`config.mk`:
```
export PLATFORM = sky130hd
export DESIGN_NAME = ffba_ctrl
export DESIGN_NICKNAME = d
export VERILOG_FILES = /design/src/rtl/first_fit_block_allocator_top_assert.svh /design/src/rtl/ffba_pkg.sv /design/src/rtl/ffba_ctrl.sv
export SDC_FILE = /design/constraint.sdc
export NUM_CORES = 1
export LEC_CHECK = 0
export BUFFER_PORTS_ARGS = -buffer_cell sky130_fd_sc_hd__clkbuf_2
export CORE_ASPECT_RATIO = 1.2
export CORE_MARGIN = 4
export CORE_UTILIZATION = 58
export DETAILED_ROUTE_END_ITERATION = 10
export PLACE_DENSITY = 0.92
export SLEW_MARGIN = 20
export SYNTH_ARGS = -nofsm -noshare
export SYNTH_HDL_FRONTEND = slang
export SYNTH_SLANG_ARGS = --single-unit
```
`constraint.sdc`:
```
create_clock -name clk -period 4.4 [get_ports clk]
set_input_delay 0.88 -clock clk [delete_from_list [all_inputs] [get_ports clk]]
set_output_delay 0.88 -clock clk [all_outputs]
set_load 0.02 [all_outputs]
```
`src/rtl/first_fit_block_allocator_top_assert.svh`:
```
// Assertion macros for the allocator top level.
`ifndef FIRST_FIT_BLOCK_ALLOCATOR_TOP_ASSERT_SVH
`define FIRST_FIT_BLOCK_ALLOCATOR_TOP_ASSERT_SVH
`ifndef SYNTHESIS
// Same-cycle implication.
`define FFBA_ASSERT_IMPLY(label, clk, rst, ante, cons, msg) \
  label: assert property (@(posedge clk) disable iff (rst) (ante) |-> (cons)) else $error(msg);
// Next-cycle implication.
`define FFBA_ASSERT_NEXT(label, clk, rst, ante, cons, msg) \
  label: assert property (@(posedge clk) disable iff (rst) (ante) |=> (cons)) else $error(msg);
`else
`define FFBA_ASSERT_IMPLY(label, clk, rst, ante, cons, msg)
`define FFBA_ASSERT_NEXT(label, clk, rst, ante, cons, msg)
`endif
`endif

```
`src/rtl/ffba_pkg.sv`:
```
package ffba_pkg;

  localparam int SIZE_W = 15;
  localparam int IDX_W  = 8;
  localparam int STAT_W = 2;
  localparam int USED_W = 15;

  // Result status codes
  localparam logic [STAT_W-1:0] ST_OK    = 2'd0;
  localparam logic [STAT_W-1:0] ST_NOFIT = 2'd1;
  localparam logic [STAT_W-1:0] ST_ZERO  = 2'd2;

  typedef logic [4:0] op_t;

  // Datapath operations
  localparam op_t OP_NOP        = 5'd0;
  localparam op_t OP_LATCH      = 5'd1;
  localparam op_t OP_ZERO       = 5'd2;
  localparam op_t OP_DIV        = 5'd3;
  localparam op_t OP_RD_ORD     = 5'd4;
  localparam op_t OP_RD_LEN_ORD = 5'd5;
  localparam op_t OP_CMP        = 5'd6;
  localparam op_t OP_NOFIT      = 5'd7;
  localparam op_t OP_SPLIT1     = 5'd8;
  localparam op_t OP_SPLIT2     = 5'd9;
  localparam op_t OP_GRANT      = 5'd10;
  localparam op_t OP_ADD        = 5'd11;
  localparam op_t OP_F_RDLEN    = 5'd12;
  localparam op_t OP_F_TAKE     = 5'd13;
  localparam op_t OP_F_NEIGH    = 5'd14;
  localparam op_t OP_F_NL       = 5'd15;
  localparam op_t OP_FIND_CMP   = 5'd16;
  localparam op_t OP_NX1        = 5'd17;
  localparam op_t OP_NX2        = 5'd18;
  localparam op_t OP_PV1        = 5'd19;
  localparam op_t OP_PV2        = 5'd20;
  localparam op_t OP_APPEND     = 5'd21;
  localparam op_t OP_DROP_INIT  = 5'd22;
  localparam op_t OP_DROP_RD    = 5'd23;
  localparam op_t OP_DROP_WR    = 5'd24;
  localparam op_t OP_DROP_END   = 5'd25;

  typedef struct packed {
    op_t op;
  } cmd_t;

  typedef struct packed {
    logic kind;
    logic size_zero;
    logic idx_end;
    logic fit;
    logic exact;
    logic bad_free;
    logic bad_len;
    logic next_free;
    logic prev_free;
    logic merged;
    logic hit;
    logic drop_more;
    logic found;
  } stat_t;

endpackage

```
`src/rtl/ffba_ctrl.sv`:
```
module ffba_ctrl import ffba_pkg::*; (
  input  logic  clk,
  input  logic  rst,
  input  logic  start,
  input  stat_t stat,
  output cmd_t  cmd,
  output logic  busy,
  output logic  done
);

  localparam logic [4:0] S_IDLE    = 5'd0;
  localparam logic [4:0] S_DISP    = 5'd1;
  localparam logic [4:0] S_DIV     = 5'd2;
  localparam logic [4:0] S_AS_RD   = 5'd3;
  localparam logic [4:0] S_AS_LEN  = 5'd4;
  localparam logic [4:0] S_AS_CMP  = 5'd5;
  localparam logic [4:0] S_SPLIT1  = 5'd6;
  localparam logic [4:0] S_SPLIT2  = 5'd7;
  localparam logic [4:0] S_GRANT   = 5'd8;
  localparam logic [4:0] S_ADD     = 5'd9;
  localparam logic [4:0] S_F_RD    = 5'd10;
  localparam logic [4:0] S_F_CHK   = 5'd11;
  localparam logic [4:0] S_F_NEIGH = 5'd12;
  localparam logic [4:0] S_F_NL    = 5'd13;
  localparam logic [4:0] S_FD_RD   = 5'd14;
  localparam logic [4:0] S_FD_CMP  = 5'd15;
  localparam logic [4:0] S_NX1     = 5'd16;
  localparam logic [4:0] S_NX2     = 5'd17;
  localparam logic [4:0] S_PV_CHK  = 5'd18;
  localparam logic [4:0] S_PV1     = 5'd19;
  localparam logic [4:0] S_PV2     = 5'd20;
  localparam logic [4:0] S_APPEND  = 5'd21;
  localparam logic [4:0] S_DR_INIT = 5'd22;
  localparam logic [4:0] S_DR_CHK  = 5'd23;
  localparam logic [4:0] S_DR_WR   = 5'd24;
  localparam logic [4:0] S_DONE    = 5'd25;

  logic [4:0] state, state_next;
  // set while the list search looks for the freed head to drop it
  logic       ret, ret_next;

  always_ff @(posedge clk) begin
    if (rst) begin
      state <= S_IDLE;
      ret   <= 1'b0;
    end else begin
      state <= state_next;
      ret   <= ret_next;
    end
  end

  // Sequence the datapath
  always_comb begin
    state_next = state;
    ret_next   = ret;
    cmd.op     = OP_NOP;
    unique case (state)
      S_IDLE: begin
        if (start) begin
          cmd.op     = OP_LATCH;
          state_next = S_DISP;
        end
      end
      S_DISP: begin
        if (stat.kind) begin
          state_next = S_F_RD;
        end else if (stat.size_zero) begin
          cmd.op     = OP_ZERO;
          state_next = S_DONE;
        end else begin
          state_next = S_DIV;
        end
      end
      S_DIV: begin
        cmd.op     = OP_DIV;
        state_next = S_AS_RD;
      end
      S_AS_RD: begin
        if (stat.idx_end) begin
          cmd.op     = OP_NOFIT;
          state_next = S_DONE;
        end else begin
          cmd.op     = OP_RD_ORD;
          state_next = S_AS_LEN;
        end
      end
      S_AS_LEN: begin
        cmd.op     = OP_RD_LEN_ORD;
        state_next = S_AS_CMP;
      end
      S_AS_CMP: begin
        cmd.op = OP_CMP;
        if (!stat.fit) state_next = S_AS_RD;
        else if (stat.exact) state_next = S_DR_INIT;
        else state_next = S_SPLIT1;
      end
      S_SPLIT1: begin
        cmd.op     = OP_SPLIT1;
        state_next = S_SPLIT2;
      end
      S_SPLIT2: begin
        cmd.op     = OP_SPLIT2;
        state_next = S_GRANT;
      end
      S_GRANT: begin
        cmd.op     = OP_GRANT;
        state_next = S_ADD;
      end
      S_ADD: begin
        cmd.op     = OP_ADD;
        state_next = S_DONE;
      end
      S_F_RD: begin
        cmd.op     = OP_F_RDLEN;
        state_next = stat.bad_free ? S_DONE : S_F_CHK;
      end
      S_F_CHK: begin
        if (stat.bad_len) begin
          state_next = S_DONE;
        end else begin
          cmd.op     = OP_F_TAKE;
          state_next = S_F_NEIGH;
        end
      end
      S_F_NEIGH: begin
        cmd.op     = OP_F_NEIGH;
        state_next = S_F_NL;
      end
      S_F_NL: begin
        cmd.op     = OP_F_NL;
        ret_next   = 1'b0;
        state_next = stat.next_free ? S_FD_RD : S_PV_CHK;
      end
      S_FD_RD: begin
        if (stat.idx_end) begin
          state_next = ret ? S_DONE : S_NX1;
        end else begin
          cmd.op     = OP_RD_ORD;
          state_next = S_FD_CMP;
        end
      end
      S_FD_CMP: begin
        cmd.op = OP_FIND_CMP;
        if (stat.hit) state_next = ret ? S_DR_INIT : S_NX1;
        else state_next = S_FD_RD;
      end
      S_NX1: begin
        cmd.op     = OP_NX1;
        state_next = S_NX2;
      end
      S_NX2: begin
        cmd.op     = OP_NX2;
        state_next = S_PV_CHK;
      end
      S_PV_CHK: begin
        if (stat.prev_free) state_next = S_PV1;
        else if (!stat.merged) state_next = S_APPEND;
        else state_next = S_DONE;
      end
      S_PV1: begin
        cmd.op     = OP_PV1;
        state_next = S_PV2;
      end
      S_PV2: begin
        cmd.op     = OP_PV2;
        ret_next   = 1'b1;
        state_next = stat.merged ? S_FD_RD : S_DONE;
      end
      S_APPEND: begin
        cmd.op     = OP_APPEND;
        state_next = S_DONE;
      end
      S_DR_INIT: begin
        cmd.op     = OP_DROP_INIT;
        state_next = S_DR_CHK;
      end
      S_DR_CHK: begin
        if (stat.drop_more) begin
          cmd.op     = OP_DROP_RD;
          state_next = S_DR_WR;
        end else begin
          cmd.op     = OP_DROP_END;
          state_next = stat.kind ? S_DONE : S_GRANT;
        end
      end
      S_DR_WR: begin
        cmd.op     = OP_DROP_WR;
        state_next = S_DR_CHK;
      end
      S_DONE: begin
        state_next = S_IDLE;
      end
      default: begin
        state_next = S_IDLE;
      end
    endcase
  end

  assign busy = state != S_IDLE;
  assign done = state == S_DONE;

endmodule

```
After elaboration in Yosys (flattened, before gate mapping)
Index checks and enable logic that the tools add are counted.
{ "totals": {"reg_bits": 6, "in_bits": 16, "output_inout_bits": 7} }
{ "classes": {"eq_ne": 26, "muxes": 28, "n_reduce_logical": 5} }
{ "op_table": {"columns": ["op", "count"], "rows": [
  ["case mux 5 bit (24 select lines)", 1],
  ["case mux 5 bit (23 select lines)", 1],
  ["2-to-1 mux 5 bit", 14],
  ["equality test 5 bit, second input constant", 10],
  ["equality test 5 x 4 -> 1 bit, second input constant", 8],
  ["equality test 5 x 3 -> 1 bit, second input constant", 4],
  ["2-to-1 mux 4 bit", 5],
  ["equality test 5 x 2 -> 1 bit, second input constant", 2],
  ["2-to-1 mux 2 bit", 3],
  ["2-to-1 mux 3 bit", 2],
  ["equality test 5 x 1 -> 1 bit, second input constant", 1],
  ["zero test 5 bit", 1],
  ["nonzero test 5 bit", 1],
  ["OR reduction 2 bit", 2],
  ["inequality test 2 bit, second input constant", 1],
  ["case mux 1 bit (2 select lines)", 1],
  ["nonzero test 2 bit", 1],
  ["2-to-1 mux 1 bit", 1]
]} }

Logic depth before layout (Yosys ltp)
{ "logic_depth": {"word_depth": 3, "mapped_depth": 6, "ltp_nobuf": 4} }

Worst setup path after synthesis
Ideal clock, no wire load.
{ "synth_timing": {"path_kind": "input -> output", "start": "in stat[12] (netlist bit)", "end": "out cmd[1] (netlist bit)", "arrival_time_ns": 1.621, "required_ns": 3.520, "setup_slack_ns": 1.899, "path_stages": 4, "n_path_buf": 0, "cell_sequence": "nand2b_1 -> o21bai_1 -> a21oi_1 -> o221ai_1"} }
{ "synth_lines": {"columns": ["element", "line_no", "text"], "rows": [
  ["start, declared", "ffba_ctrl.sv:5", "input stat_t stat,"],
  ["end, declared", "ffba_ctrl.sv:6", "output cmd_t cmd,"]
]} }

==> metrics.cfg <==
[drt]
firstDrtPassIters=4
wirelength_microns=2890
drt_iter0_markers=58
viasPerCell=6.98
vias=1263
post_drt_wl_per_cell_microns=16.0
antenna_left=0
drc=0

[synthesis]
seq_area_frac_synth_pct=11.5
synth_edf_count=0
ys_types=53
synth.area.top_cells=dfxtp_1, a31oi_1, a21oi_1
synthArstFlopShare_pct=0
yosys_most_used_dff=dfxtp_1
netlist.area_leader.share_pct=11.5
synth_top_cell_by_area=dfxtp_1
ys_ff_latch=6
syn-cell-area_sq_um=1050
synth.net_count=166
syn_inst=150
syn_area_per_cell_sq_um=6.97
yosysWarnings=0

[flow_run]
cap_viol_max_count=0

[timing]
finalCritPeriodShare_pct=69.9
finalSetupViolCount=0
clock.fmax_ghz=0.325
slew_headroom_pct=33.0
clock_skew_ns=0.00415
rsz0062_at_grt=false
drv_slew=0
fin_crit_ns=3.08
max_slew.worst_pin.slew_ns=1.00
tns_ns=0
hold_violations=0

[pwr]
p_leak_nw=0.398
seqPwrFrac_pct=23.1
net-switching-power_mw=0.413
switching_share_pct=56.2
internal-power_mw=0.322
ir_worst_vdd_mv=0.407
power_mw=0.735
comb_power_share_pct=69.9
power.density_nw_per_um2=658
power.share.clock_pct=7.0

[grt]
grt_antenna_before_repair=0
overflow=0
grt_max_degree=31
grt_pass1_vias=1098
grt_pass1_wl_microns=4740
grt_use_total_pct=24.8

[clocking]
cts-root-buf=clkbuf_4
clock_sinks=6
worstSkewPairLatency_ns=0.25
holdBufCountCts=0
cts_buffers=3
ctsResizeCount=0
postCtsSetupBuffers=0
cts.path.max_buffers=2
cts_tree=yes
clk_pin_slew_ns=0.05
htreeDepth=1

[worst_setup_path]
arrival_ns=2.20
crit_fanout=30
start_kind=register
critPathCaptureType=output port
crit_required_ns=3.52
crit_type=reg -> out

[layout]
num_antenna_cells=0
n_fill_cell=149
final_common_cell=clkbuf_2
syn_to_final_growth_pct=6.82
multiInputGateArea_sq_um=810
drive_above_1_share_pct=22.7
layout.nets=181
seq_area_sq_um=120
final_cell_mix=clkbuf_2, nand2_1

[outcome]
status=finished clean

[floorplan]
start_util_pct=63.0
die-area_sq_um=2550
dieHeight_microns=54.5
dieWidth_microns=46.8
core_area_sq_um=1660
rows=16
pin_count=23

[place]
gp_congestion=0.960
place_hpwl_microns=2130
port_buffers=21

[min_path]
min_path_type=reg -> reg

==> cells by family (layout without fill, tap and decap cells) <==
family                 count (synthesis)  in the layout  synth area share (%)
buffers and inverters                 19             32                  11.1
DFF                                    6              6                  11.5
and+or+nand+nor                       60             60                  34.0
muxes                                  3              3                  2.87
AOI/OAI and AO/OA                     62             62                  40.6
==> worst paths after layout <==
kind                 start        to  slack (ns)  cells after the start
setup / recovery  state[2]    cmd[0]        1.32                      5
hold / removal         ret       ret        0.53                      2
setup reg to reg  state[2]  state[0]        2.45                      4
hold reg to reg        ret       ret        0.53                      2
==> per-layer routing <==
layer	GRT usage, %	part of all wire, %	vias up
met5	0	0	-
met4	5.53	0.93	0
met3	6.91	7.5	6
met2	43.7	51	74
met1	29.3	40	580
li1	-	-	603
==> state kept, by name, indices dropped and copies added, names as in the netlist <==
name	cells
state	5
ret	1
==> synthesized netlist by cell type (3+ instances only) <==
| library cell | n |
|---|---|
| nor2_1 | 10 |
| buf_6 | 4 |
| a21oi_1 | 10 |
| nor3_1 | 4 |
| o211ai_1 | 4 |
| buf_2 | 6 |
| nand4bb_1 | 3 |
| nand2b_1 | 6 |
| a31oi_1 | 10 |
| inv_1 | 4 |
| mux2i_1 | 3 |
| o22ai_1 | 3 |
| o21ai_1 | 3 |
| dfxtp_1 | 6 |
| nor2b_1 | 7 |
| nand2_1 | 12 |
| o21ai_0 | 10 |
==> layout make-up <==
cell class | count | area share, %
clock buffers | 3 | 2.02
inverters | 6 | 2.02
multi-input cells | 125 | 72.5
flip-flops and latches | 6 | 10.8
well taps | 18 | 2.02
repair buffers | 23 | 10.8
==> power by group through the flow <==
| stage | clock (mW) | combinational (mW) | sequential [mW] |
|---|---|---|---|
| floorplan | 0 | 0.484 | 0.0956 |
| global placement | 0 | 0.494 | 0.163 |
| detailed placement | 0 | 0.508 | 0.166 |
| CTS | 0.0524 | 0.510 | 0.166 |
| global route | 0.0569 | 0.560 | 0.177 |
| finish | 0.0516 | 0.514 | 0.170 |
==> through the flow <==
stage	worst slack (ns)	util (%)	instance area [sq um]	instances	hold slack [ns]
floorplan	1.90	-	1050	150	0.474
global placement	1.62	65.9	1090	178	0.513
detailed placement	1.60	65.9	1090	178	0.521
CTS	1.33	67.2	1120	181	0.532
global route	1.12	67.2	1120	181	0.546
finish	1.32	67.2	1120	181	0.534
==> worst max-delay path, cell delays in order (launching register included) <==
cell and delay (ns):
dfxtp_1 0.98, or2_4 0.29, nand2_1 0.07, a211o_1 0.29, o2bb2ai_1 0.13, clkbuf_2 0.18
Power figures use the tool's default switching activity.
